### src/hdl/nmea_sentence_checker_unit_defines.svh
// Assertion macros for the sentence checker.
// The clock is clk and the reset is arst_n at the point of use.
`ifndef NMEA_SENTENCE_CHECKER_UNIT_DEFINES_SVH
`define NMEA_SENTENCE_CHECKER_UNIT_DEFINES_SVH
`ifndef NO_ASSERTIONS
`define NSC_ASSERT_NOW(lbl, ante, cons) \
	lbl: assert property (@(posedge clk) disable iff (!arst_n) (ante) |-> (cons)) \
		else $error("nsc assertion failed");
`define NSC_ASSERT_NEXT(lbl, ante, cons) \
	lbl: assert property (@(posedge clk) disable iff (!arst_n) (ante) |=> (cons)) \
		else $error("nsc assertion failed");
`else
`define NSC_ASSERT_NOW(lbl, ante, cons)
`define NSC_ASSERT_NEXT(lbl, ante, cons)
`endif
`endif

### src/hdl/nsc_pkg.sv
package nsc_pkg;

	localparam int MAX_LEN = 128;
	localparam int LEN_W = 8;
	localparam int COMMA_W = 6;

	localparam logic [7:0] CH_DOLLAR = 8'h24;
	localparam logic [7:0] CH_CR = 8'h0D;
	localparam logic [7:0] CH_STAR = 8'h2A;
	localparam logic [7:0] CH_COMMA = 8'h2C;
	localparam logic [7:0] LETTER_G = 8'h47;
	localparam logic [7:0] LETTER_A = 8'h41;
	localparam logic [LEN_W-1:0] POS_THIRD = LEN_W'(3);
	localparam logic [LEN_W-1:0] POS_FOURTH = LEN_W'(4);
	localparam logic [COMMA_W-1:0] COMMA_MAX = '1;

	typedef enum logic [0:0] {
		CFG_TYPE_THIRD = 1'b0,
		CFG_TYPE_FOURTH = 1'b1
	} cfg_idx_t;

	typedef struct packed {
		logic checksum_ok;
		logic type_match;
		logic star_found;
		logic too_long;
		logic [LEN_W-1:0] body_length;
		logic [7:0] computed_sum;
		logic [7:0] received_sum;
		logic [COMMA_W-1:0] comma_count;
	} verdict_t;

	typedef struct packed {
		logic in_sentence;
		logic [7:0] running_xor;
		logic star_seen;
		logic [1:0] hex_taken;
		logic [7:0] received_acc;
		logic [LEN_W-1:0] length_count;
		logic [1:0] type_flags;
		logic [COMMA_W-1:0] commas_seen;
		logic overflowed;
	} sent_state_t;

	// hex-ish digit decode; anything else passes raw
	function automatic logic [7:0] decode_char(input logic [7:0] c);
		logic [7:0] d;
		if (c >= 8'h41 && c <= 8'h5A) d = c - 8'h37;
		else if (c >= 8'h61 && c <= 8'h7A) d = c - 8'h57;
		else if (c >= 8'h30 && c <= 8'h39) d = c - 8'h30;
		else d = c;
		return d;
	endfunction

endpackage

### src/hdl/nsc_input_reg.sv
module nsc_input_reg (
	input  logic       clk,
	input  logic       arst_n,
	input  logic       in_valid,
	output logic       in_stall,
	input  logic [7:0] rx_byte,
	input  logic       advance,
	output logic       valid_s1,
	output logic [7:0] byte_s1
);
	import nsc_pkg::*;

	logic load;

	assign in_stall = valid_s1 && !advance;
	assign load = in_valid && !in_stall;

	always_ff @(posedge clk or negedge arst_n) begin
		if (!arst_n) begin
			valid_s1 <= 1'b0;
		end else if (load) begin
			valid_s1 <= 1'b1;
		end else if (advance) begin
			valid_s1 <= 1'b0;
		end
	end

	always_ff @(posedge clk) begin
		if (load) begin
			byte_s1 <= rx_byte;
		end
	end
endmodule

### src/hdl/nsc_parser.sv
module nsc_parser (
	input  logic              clk,
	input  logic              arst_n,
	input  logic              step,
	input  logic [7:0]        byte_s1,
	input  logic [7:0]        letter_third,
	input  logic [7:0]        letter_fourth,
	output logic              emit,
	output nsc_pkg::verdict_t verdict
);
	import nsc_pkg::*;

	sent_state_t st_q;
	sent_state_t st_d;
	logic star_ok;

	always_comb begin
		star_ok = st_q.star_seen && (st_q.hex_taken == 2'd2);
		verdict.checksum_ok = star_ok && !st_q.overflowed
			&& (st_q.running_xor == st_q.received_acc);
		verdict.type_match = (st_q.type_flags == 2'b11);
		verdict.star_found = star_ok;
		verdict.too_long = st_q.overflowed;
		verdict.body_length = st_q.length_count;
		verdict.computed_sum = st_q.running_xor;
		verdict.received_sum = st_q.received_acc;
		verdict.comma_count = st_q.commas_seen;
	end

	always_comb begin
		st_d = st_q;
		emit = 1'b0;
		if (step) begin
			if (!st_q.in_sentence) begin
				if (byte_s1 == CH_DOLLAR) begin
					st_d = '0;
					st_d.in_sentence = 1'b1;
				end
			end else if (byte_s1 == CH_CR) begin
				emit = 1'b1;
				st_d = '0;
			end else if (st_q.length_count >= LEN_W'(MAX_LEN)) begin
				st_d.overflowed = 1'b1;
			end else begin
				st_d.length_count = st_q.length_count + 1'b1;
				if (st_q.length_count == POS_THIRD && byte_s1 == letter_third)
					st_d.type_flags[0] = 1'b1;
				if (st_q.length_count == POS_FOURTH && byte_s1 == letter_fourth)
					st_d.type_flags[1] = 1'b1;
				if (byte_s1 == CH_COMMA && st_q.commas_seen != COMMA_MAX)
					st_d.commas_seen = st_q.commas_seen + 1'b1;
				if (!st_q.star_seen) begin
					if (byte_s1 == CH_STAR) st_d.star_seen = 1'b1;
					else st_d.running_xor = st_q.running_xor ^ byte_s1;
				end else if (st_q.hex_taken < 2'd2) begin
					st_d.received_acc = {st_q.received_acc[3:0], 4'h0}
						+ decode_char(byte_s1);
					st_d.hex_taken = st_q.hex_taken + 1'b1;
				end
			end
		end
	end

	always_ff @(posedge clk or negedge arst_n) begin
		if (!arst_n) begin
			st_q <= '0;
		end else begin
			st_q <= st_d;
		end
	end
endmodule

### src/hdl/nsc_result_reg.sv
module nsc_result_reg (
	input  logic              clk,
	input  logic              arst_n,
	input  logic              emit,
	input  nsc_pkg::verdict_t verdict,
	output logic              advance,
	input  logic              out_stall,
	output logic              out_valid,
	output nsc_pkg::verdict_t verdict_q
);
	import nsc_pkg::*;

	logic load;

	assign advance = !out_valid || !out_stall;
	assign load = advance && emit;

	always_ff @(posedge clk or negedge arst_n) begin
		if (!arst_n) begin
			out_valid <= 1'b0;
		end else if (load) begin
			out_valid <= 1'b1;
		end else if (!out_stall) begin
			out_valid <= 1'b0;
		end
	end

	always_ff @(posedge clk) begin
		if (load) begin
			verdict_q <= verdict;
		end
	end
endmodule

### src/hdl/nmea_sentence_checker_unit.sv
// NMEA 0183 sentence checker: one received byte per beat, one verdict per sentence.
// A CR beat is registered in the input register, its verdict in the output register.
// Throughput: one byte per cycle barring input stalls; one parser step per byte.
// Input stalls only while a verdict waits at a stalled output register.
// Reset (arst_n low, asynchronous): hunting for '$', all sentence state cleared,
// type letters back to 'G' and 'A', both channels empty.
`include "nmea_sentence_checker_unit_defines.svh"

module nmea_sentence_checker_unit (
	input  logic       clk,
	input  logic       arst_n,
	// byte channel
	input  logic       in_valid,
	output logic       in_stall,
	input  logic [7:0] rx_byte,
	// verdict channel
	output logic       out_valid,
	input  logic       out_stall,
	output logic       checksum_ok,
	output logic       type_match,
	output logic       star_found,
	output logic       too_long,
	output logic [7:0] body_length,
	output logic [7:0] computed_sum,
	output logic [7:0] received_sum,
	output logic [5:0] comma_count,
	// register writes
	input  logic       cfg_valid,
	output logic       cfg_ready,
	input  logic [0:0] cfg_index,
	input  logic [7:0] cfg_data
);
	import nsc_pkg::*;

	logic [7:0] letter_third_q;
	logic [7:0] letter_fourth_q;
	logic       valid_s1;
	logic [7:0] byte_s1;
	logic       advance;
	logic       emit;
	verdict_t   verdict;
	verdict_t   verdict_q;

	// Config writes are always taken; software writes only while idle.
	assign cfg_ready = 1'b1;

	always_ff @(posedge clk or negedge arst_n) begin
		if (!arst_n) begin
			letter_third_q <= LETTER_G;
			letter_fourth_q <= LETTER_A;
		end else if (cfg_valid) begin
			unique case (cfg_idx_t'(cfg_index))
				CFG_TYPE_THIRD: letter_third_q <= cfg_data;
				CFG_TYPE_FOURTH: letter_fourth_q <= cfg_data;
				default: ;
			endcase
		end
	end

	// Stage 1: input byte register. It empties whenever the output side can
	// take a verdict, so a byte follows every cycle while the output is not stalled.
	nsc_input_reg u_in (
		.clk      (clk),
		.arst_n   (arst_n),
		.in_valid (in_valid),
		.in_stall (in_stall),
		.rx_byte  (rx_byte),
		.advance  (advance),
		.valid_s1 (valid_s1),
		.byte_s1  (byte_s1)
	);

	// Sentence state: hunt, XOR, star/hex decode, length, commas, type letters.
	// Verdict is formed from current state when a CR arrives.
	nsc_parser u_parse (
		.clk           (clk),
		.arst_n        (arst_n),
		.step          (valid_s1 && advance),
		.byte_s1       (byte_s1),
		.letter_third  (letter_third_q),
		.letter_fourth (letter_fourth_q),
		.emit          (emit),
		.verdict       (verdict)
	);

	// Output register; doubles as the back-pressure point for the pipe.
	nsc_result_reg u_out (
		.clk       (clk),
		.arst_n    (arst_n),
		.emit      (emit),
		.verdict   (verdict),
		.advance   (advance),
		.out_stall (out_stall),
		.out_valid (out_valid),
		.verdict_q (verdict_q)
	);

	assign checksum_ok = verdict_q.checksum_ok;
	assign type_match = verdict_q.type_match;
	assign star_found = verdict_q.star_found;
	assign too_long = verdict_q.too_long;
	assign body_length = verdict_q.body_length;
	assign computed_sum = verdict_q.computed_sum;
	assign received_sum = verdict_q.received_sum;
	assign comma_count = verdict_q.comma_count;

	// A passing checksum needs the star, both digits, no overflow and equal sums.
	`NSC_ASSERT_NOW(a_ok_consistent, out_valid && checksum_ok,
		star_found && !too_long && (computed_sum == received_sum))
	// Stored length never passes the limit.
	`NSC_ASSERT_NOW(a_len_bound, out_valid, body_length <= LEN_W'(MAX_LEN))
	// An overflowed body always filled the buffer first.
	`NSC_ASSERT_NOW(a_overflow_full, out_valid && too_long,
		body_length == LEN_W'(MAX_LEN))
	// A CR reaching the parser mid-sentence with room downstream lands a verdict.
	`NSC_ASSERT_NEXT(a_emit_lands, emit && advance, out_valid)
endmodule

### config.mk
export PLATFORM = sky130hd
export DESIGN_NAME = nmea_sentence_checker_unit
export DESIGN_NICKNAME = d
export VERILOG_FILES = /design/src/hdl/nsc_pkg.sv /design/src/hdl/nsc_input_reg.sv /design/src/hdl/nsc_parser.sv /design/src/hdl/nsc_result_reg.sv /design/src/hdl/nmea_sentence_checker_unit.sv
export VERILOG_INCLUDE_DIRS = /design/src /design/src/hdl
export SDC_FILE = /design/constraint.sdc
export NUM_CORES = 1
export LEC_CHECK = 0
export ABC_CLOCK_PERIOD_IN_PS = 3400
export BUFFER_PORTS_ARGS = -buffer_cell sky130_fd_sc_hd__buf_2
export CAP_MARGIN = 20
export CORE_MARGIN = 5
export CORE_UTILIZATION = 50
export CTS_BUF_LIST = sky130_fd_sc_hd__clkbuf_8 sky130_fd_sc_hd__clkbuf_16
export CTS_CLUSTER_DIAMETER = 30
export CTS_CLUSTER_SIZE = 40
export DETAILED_ROUTE_END_ITERATION = 7
export PLACE_DENSITY = 0.78
export SYNTH_ARGS = -nofsm -noshare
export SYNTH_HDL_FRONTEND = slang
export SYNTH_SLANG_ARGS = --single-unit
### constraint.sdc
create_clock -name clk -period 3.4 [get_ports clk]
set_input_delay 0.17 -clock clk [delete_from_list [all_inputs] [get_ports clk]]
set_output_delay 0.17 -clock clk [all_outputs]
set_load 0.1 [all_outputs]
==> reports/results.tsv <==
metric	value	unit
status	finished clean	
largest net degree at the start of global routing	43	
layout cell share with drive strength beyond 1	0.276	
chip height	109	µm
Nets	526	
number of vias per cell	5.47	
Worst-Margin Slew	0.931	ns
total core area	9640	µm²
maxcap violations	0	
Inst Count DP	598	
via count	3420	
Syn Inst Count	412	
Sink Count	97	
sequential area share after synthesis	0.542	
post-synth top area share	0.258	
fraction of registers with async set/reset	0.567	
Worst Hold End	u_in.valid_s1$_DFFE_PN0P_	
startpoint types	flop	
power per cell area	464	nW/µm²
Worst Hold Class	input port to flop	
post-DP HPWL	7.74	mm
Worst-Skew Late Latency	0.36	ns
fill count	819	
Clk pwr share	0.267	
highest clock rate	315	MHz
sequential power share	0.561	
layout overhead on the synthesized area	16.5	%
fin crit share	0.933	
sw power	777	µW
vias in the first global route	3441	
CTS Buf Count	9	
Residual DRC	0	
H-tree depth	3	
sw frac	0.295	
Total Wirelength	10.3	mm
syn nets	451	
max-slew violation count	0	
chip width	109	µm
fin util	0.590	
Placed Area	5340	µm²
area of the multi-input gates	2100	µm²
Mapped Area	4880	µm²
sequential cell area	2650	µm²
drt pass-1 iters	4	
final-report hold violation count	0	
Critical Path AT	3.45	ns
DR WL/cell	16.5	µm
initial antenna violation count	0	
first-pass GRT wire length	17.1	mm
Clock Skew	0.0126	ns
Gate power share	0.172	
register bit total from synthesis	97	
die footprint	11800	µm²
CTS max path bufs	2	
Final Non-Filler Cells	625	
RePlAce Congestion	0.919	
syn_area_per_cell	11.8	µm²
leak pwr	0.00237	µW
Worst setup EP type	flop	
count of cell types in the netlist	71	
Antenna Nets Post-Route	0	
Buffers on Ports	57	
Max rail drop VDD	0.262	mV
Reg-to-Reg Start	u_in.byte_s1[0]$_DFFE_PP_	
Cell Int Power	1860	µW
I/O pins	59	
Overall Power	2640	µW
setup_tns	0	ns
Critical Path Fanout Max	5	
Post-synth top flop	dfrtp_1	
Hold Startpoint	in_valid	
r2r setup slk	0.23	ns
Crit Path Category	flop to flop	
grt ovf	0	
Starting Density	0.506	
CTS tree	built	
final setup vio count	0	
post-synth top area cell	edfxtp_1	
RSZ-0062 raised after global routing	no	
Reg clk slew, reported paths	0.09	ns
total track usage	0.186	
ANT cells	0	
dominant cells by area after synthesis	edfxtp_1, dfrtp_1, mux2_2	
warnings from Yosys	0	
Slew HR	0.380	
FF-to-FF path depth	14	
post-route cell area	5680	µm²
initial DRC count	206	
clock period minus worst slack	3.17	ns
row count	36	
root buf cell	clkbuf_8	
Post-synth EDFFs	42	
reg2reg end	u_parse.verdict[13]$_DFFE_PN0P_	
critical path data required time	3.68	ns
Hold Path Depth	2	
-- worst max path at each step --
| stage | start | end | slack, ns | depth (start not counted) |
|---|---|---|---|---|
| final | u_in.byte_s1[0]$_DFFE_PP_ | u_parse.verdict[13]$_DFFE_PN0P_ | 0.23 | 14 |
| after global placement | u_in.byte_s1[0]$_DFFE_PP_ | u_parse.verdict[13]$_DFFE_PN0P_ | 0.10 | 13 |
| after global routing | u_in.byte_s1[0]$_DFFE_PP_ | u_parse.verdict[13]$_DFFE_PN0P_ | 0.04 | 14 |
| after floorplan | u_in.byte_s1[0]$_DFFE_PP_ | u_parse.verdict[13]$_DFFE_PN0P_ | 0.10 | 15 |
| after detailed placement | u_in.byte_s1[0]$_DFFE_PP_ | u_parse.verdict[13]$_DFFE_PN0P_ | 0.08 | 13 |
| after CTS | u_in.byte_s1[0]$_DFFE_PP_ | u_parse.verdict[13]$_DFFE_PN0P_ | 0.02 | 13 |
-- power by group through the flow --
stage	Clock, µW	Sequential, µW	Combinational (µW)
after detailed placement	0	1500	435
after global placement	0	1500	419
after global routing	778	1500	509
final	704	1480	455
after floorplan	0	1460	339
after CTS	719	1480	445
-- stage by stage --
| step | hold WS, ns | setup WS (ns) |
|---|---|---|
| floorplan | -0.126 | 0.103 |
| CTS | 0.00155 | 0.0204 |
| finish | 0.00999 | 0.228 |
| global placement | 0.348 | 0.105 |
| detailed placement | 0.351 | 0.0773 |
| global route | 0.00774 | 0.0357 |
-- flip-flops by register name (all words and copies together) (netlist names) --
signal / flops
u_out.out_valid: 1
u_in.byte_s1: 8
u_in.valid_s1: 1
u_parse.st_q: 6
letter_fourth_q: 8
u_out.verdict_q: 34
letter_third_q: 8
u_parse.verdict: 31
-- cell usage in the layout (no fill, tap or decap), types with 6 or more instances in the layout --
cell           instances
clkbuf_8              10
xnor2_1               22
or3_1                  8
xor2_1                10
buf_2                 57
a21o_1                 7
ha_1                  14
nand4_1                9
inv_1                 18
nor2_1                22
dlygate4sd3_1          9
nand3_1               12
buf_4                 16
a21oi_1               13
nor3_1                 7
edfxtp_1              42
nand3b_1               6
mux2_2                18
nand2_1               20
dfstp_2                6
nor4_1                 9
o21ai_0               15
dfrtp_1               49
-- synth_stat cells, drive strengths merged (4+ instances only) --
cell type and count:
xnor2 23, clkbuf 9, ha 16, nand3 13, dfstp 6, a31oi 4, nand4 11, inv 20
nor2 22, o21ai 18, o211ai 6, nand2 20, nand3b 6, mux2 18, nand2b 5, buf 10
edfxtp 42, dfrtp 49, a21oi 15, a21o 7, xor2 10, and3 5, nor3 8, or3 9
nor4 10
-- critical path, stage by stage (launching register included) --
cell	delay (ns)
edfxtp_1	0.48
inv_2	0.14
buf_4	0.12
ha_1	0.15
o21ba_1	0.14
o211ai_1	0.32
nand4b_4	0.15
o2111a_1	0.29
nor4_2	0.23
ha_1	0.27
a21o_1	0.19
a21oi_2	0.16
xnor2_2	0.08
a2111o_1	0.29
o211ai_1	0.09
-- metal layers --
| metal | up-vias | share of wire | global-route usage |
|---|---|---|---|
| li1 | 1669 | - | - |
| met1 | 1644 | 0.44 | 0.245 |
| met2 | 95 | 0.49 | 0.307 |
| met3 | 12 | 0.056 | 0.0444 |
| met4 | 0 | 0.011 | 0.0541 |
| met5 | - | 0 | 0 |
-- kinds of logic (layout without fill, tap and decap cells) --
group	count (synthesis)	in the layout	share of synthesized area
buffers and inverters	39	119	0.0367
adder cells (fa/ha/maj)	17	17	0.0451
AO/OA/AOI/OAI	79	79	0.119
other	1	1	0.000768
multiplexers	18	18	0.0415
AND/OR/NAND/NOR	128	128	0.155
flip-flops	97	97	0.542
XOR/XNOR	33	33	0.0592
-- cell type report --
type                       instances  area share
sequential                        97       0.465
multi-input combinational        276       0.370
inverter                          20      0.0132
timing repair buffer              83      0.0891
tap                              133      0.0293
clock buffer                      10      0.0242
clock inverter                     6     0.00880
-- timing repair --
action / CTS / global route
gates resized for setup: 0 / 10
setup buffers: 0 / 2
hold buffers: 8 / 1
endpoints found under the setup margin: 0 / 1
endpoints found under the hold margin: 42 / 1
(Power assumes the default switching activity.)
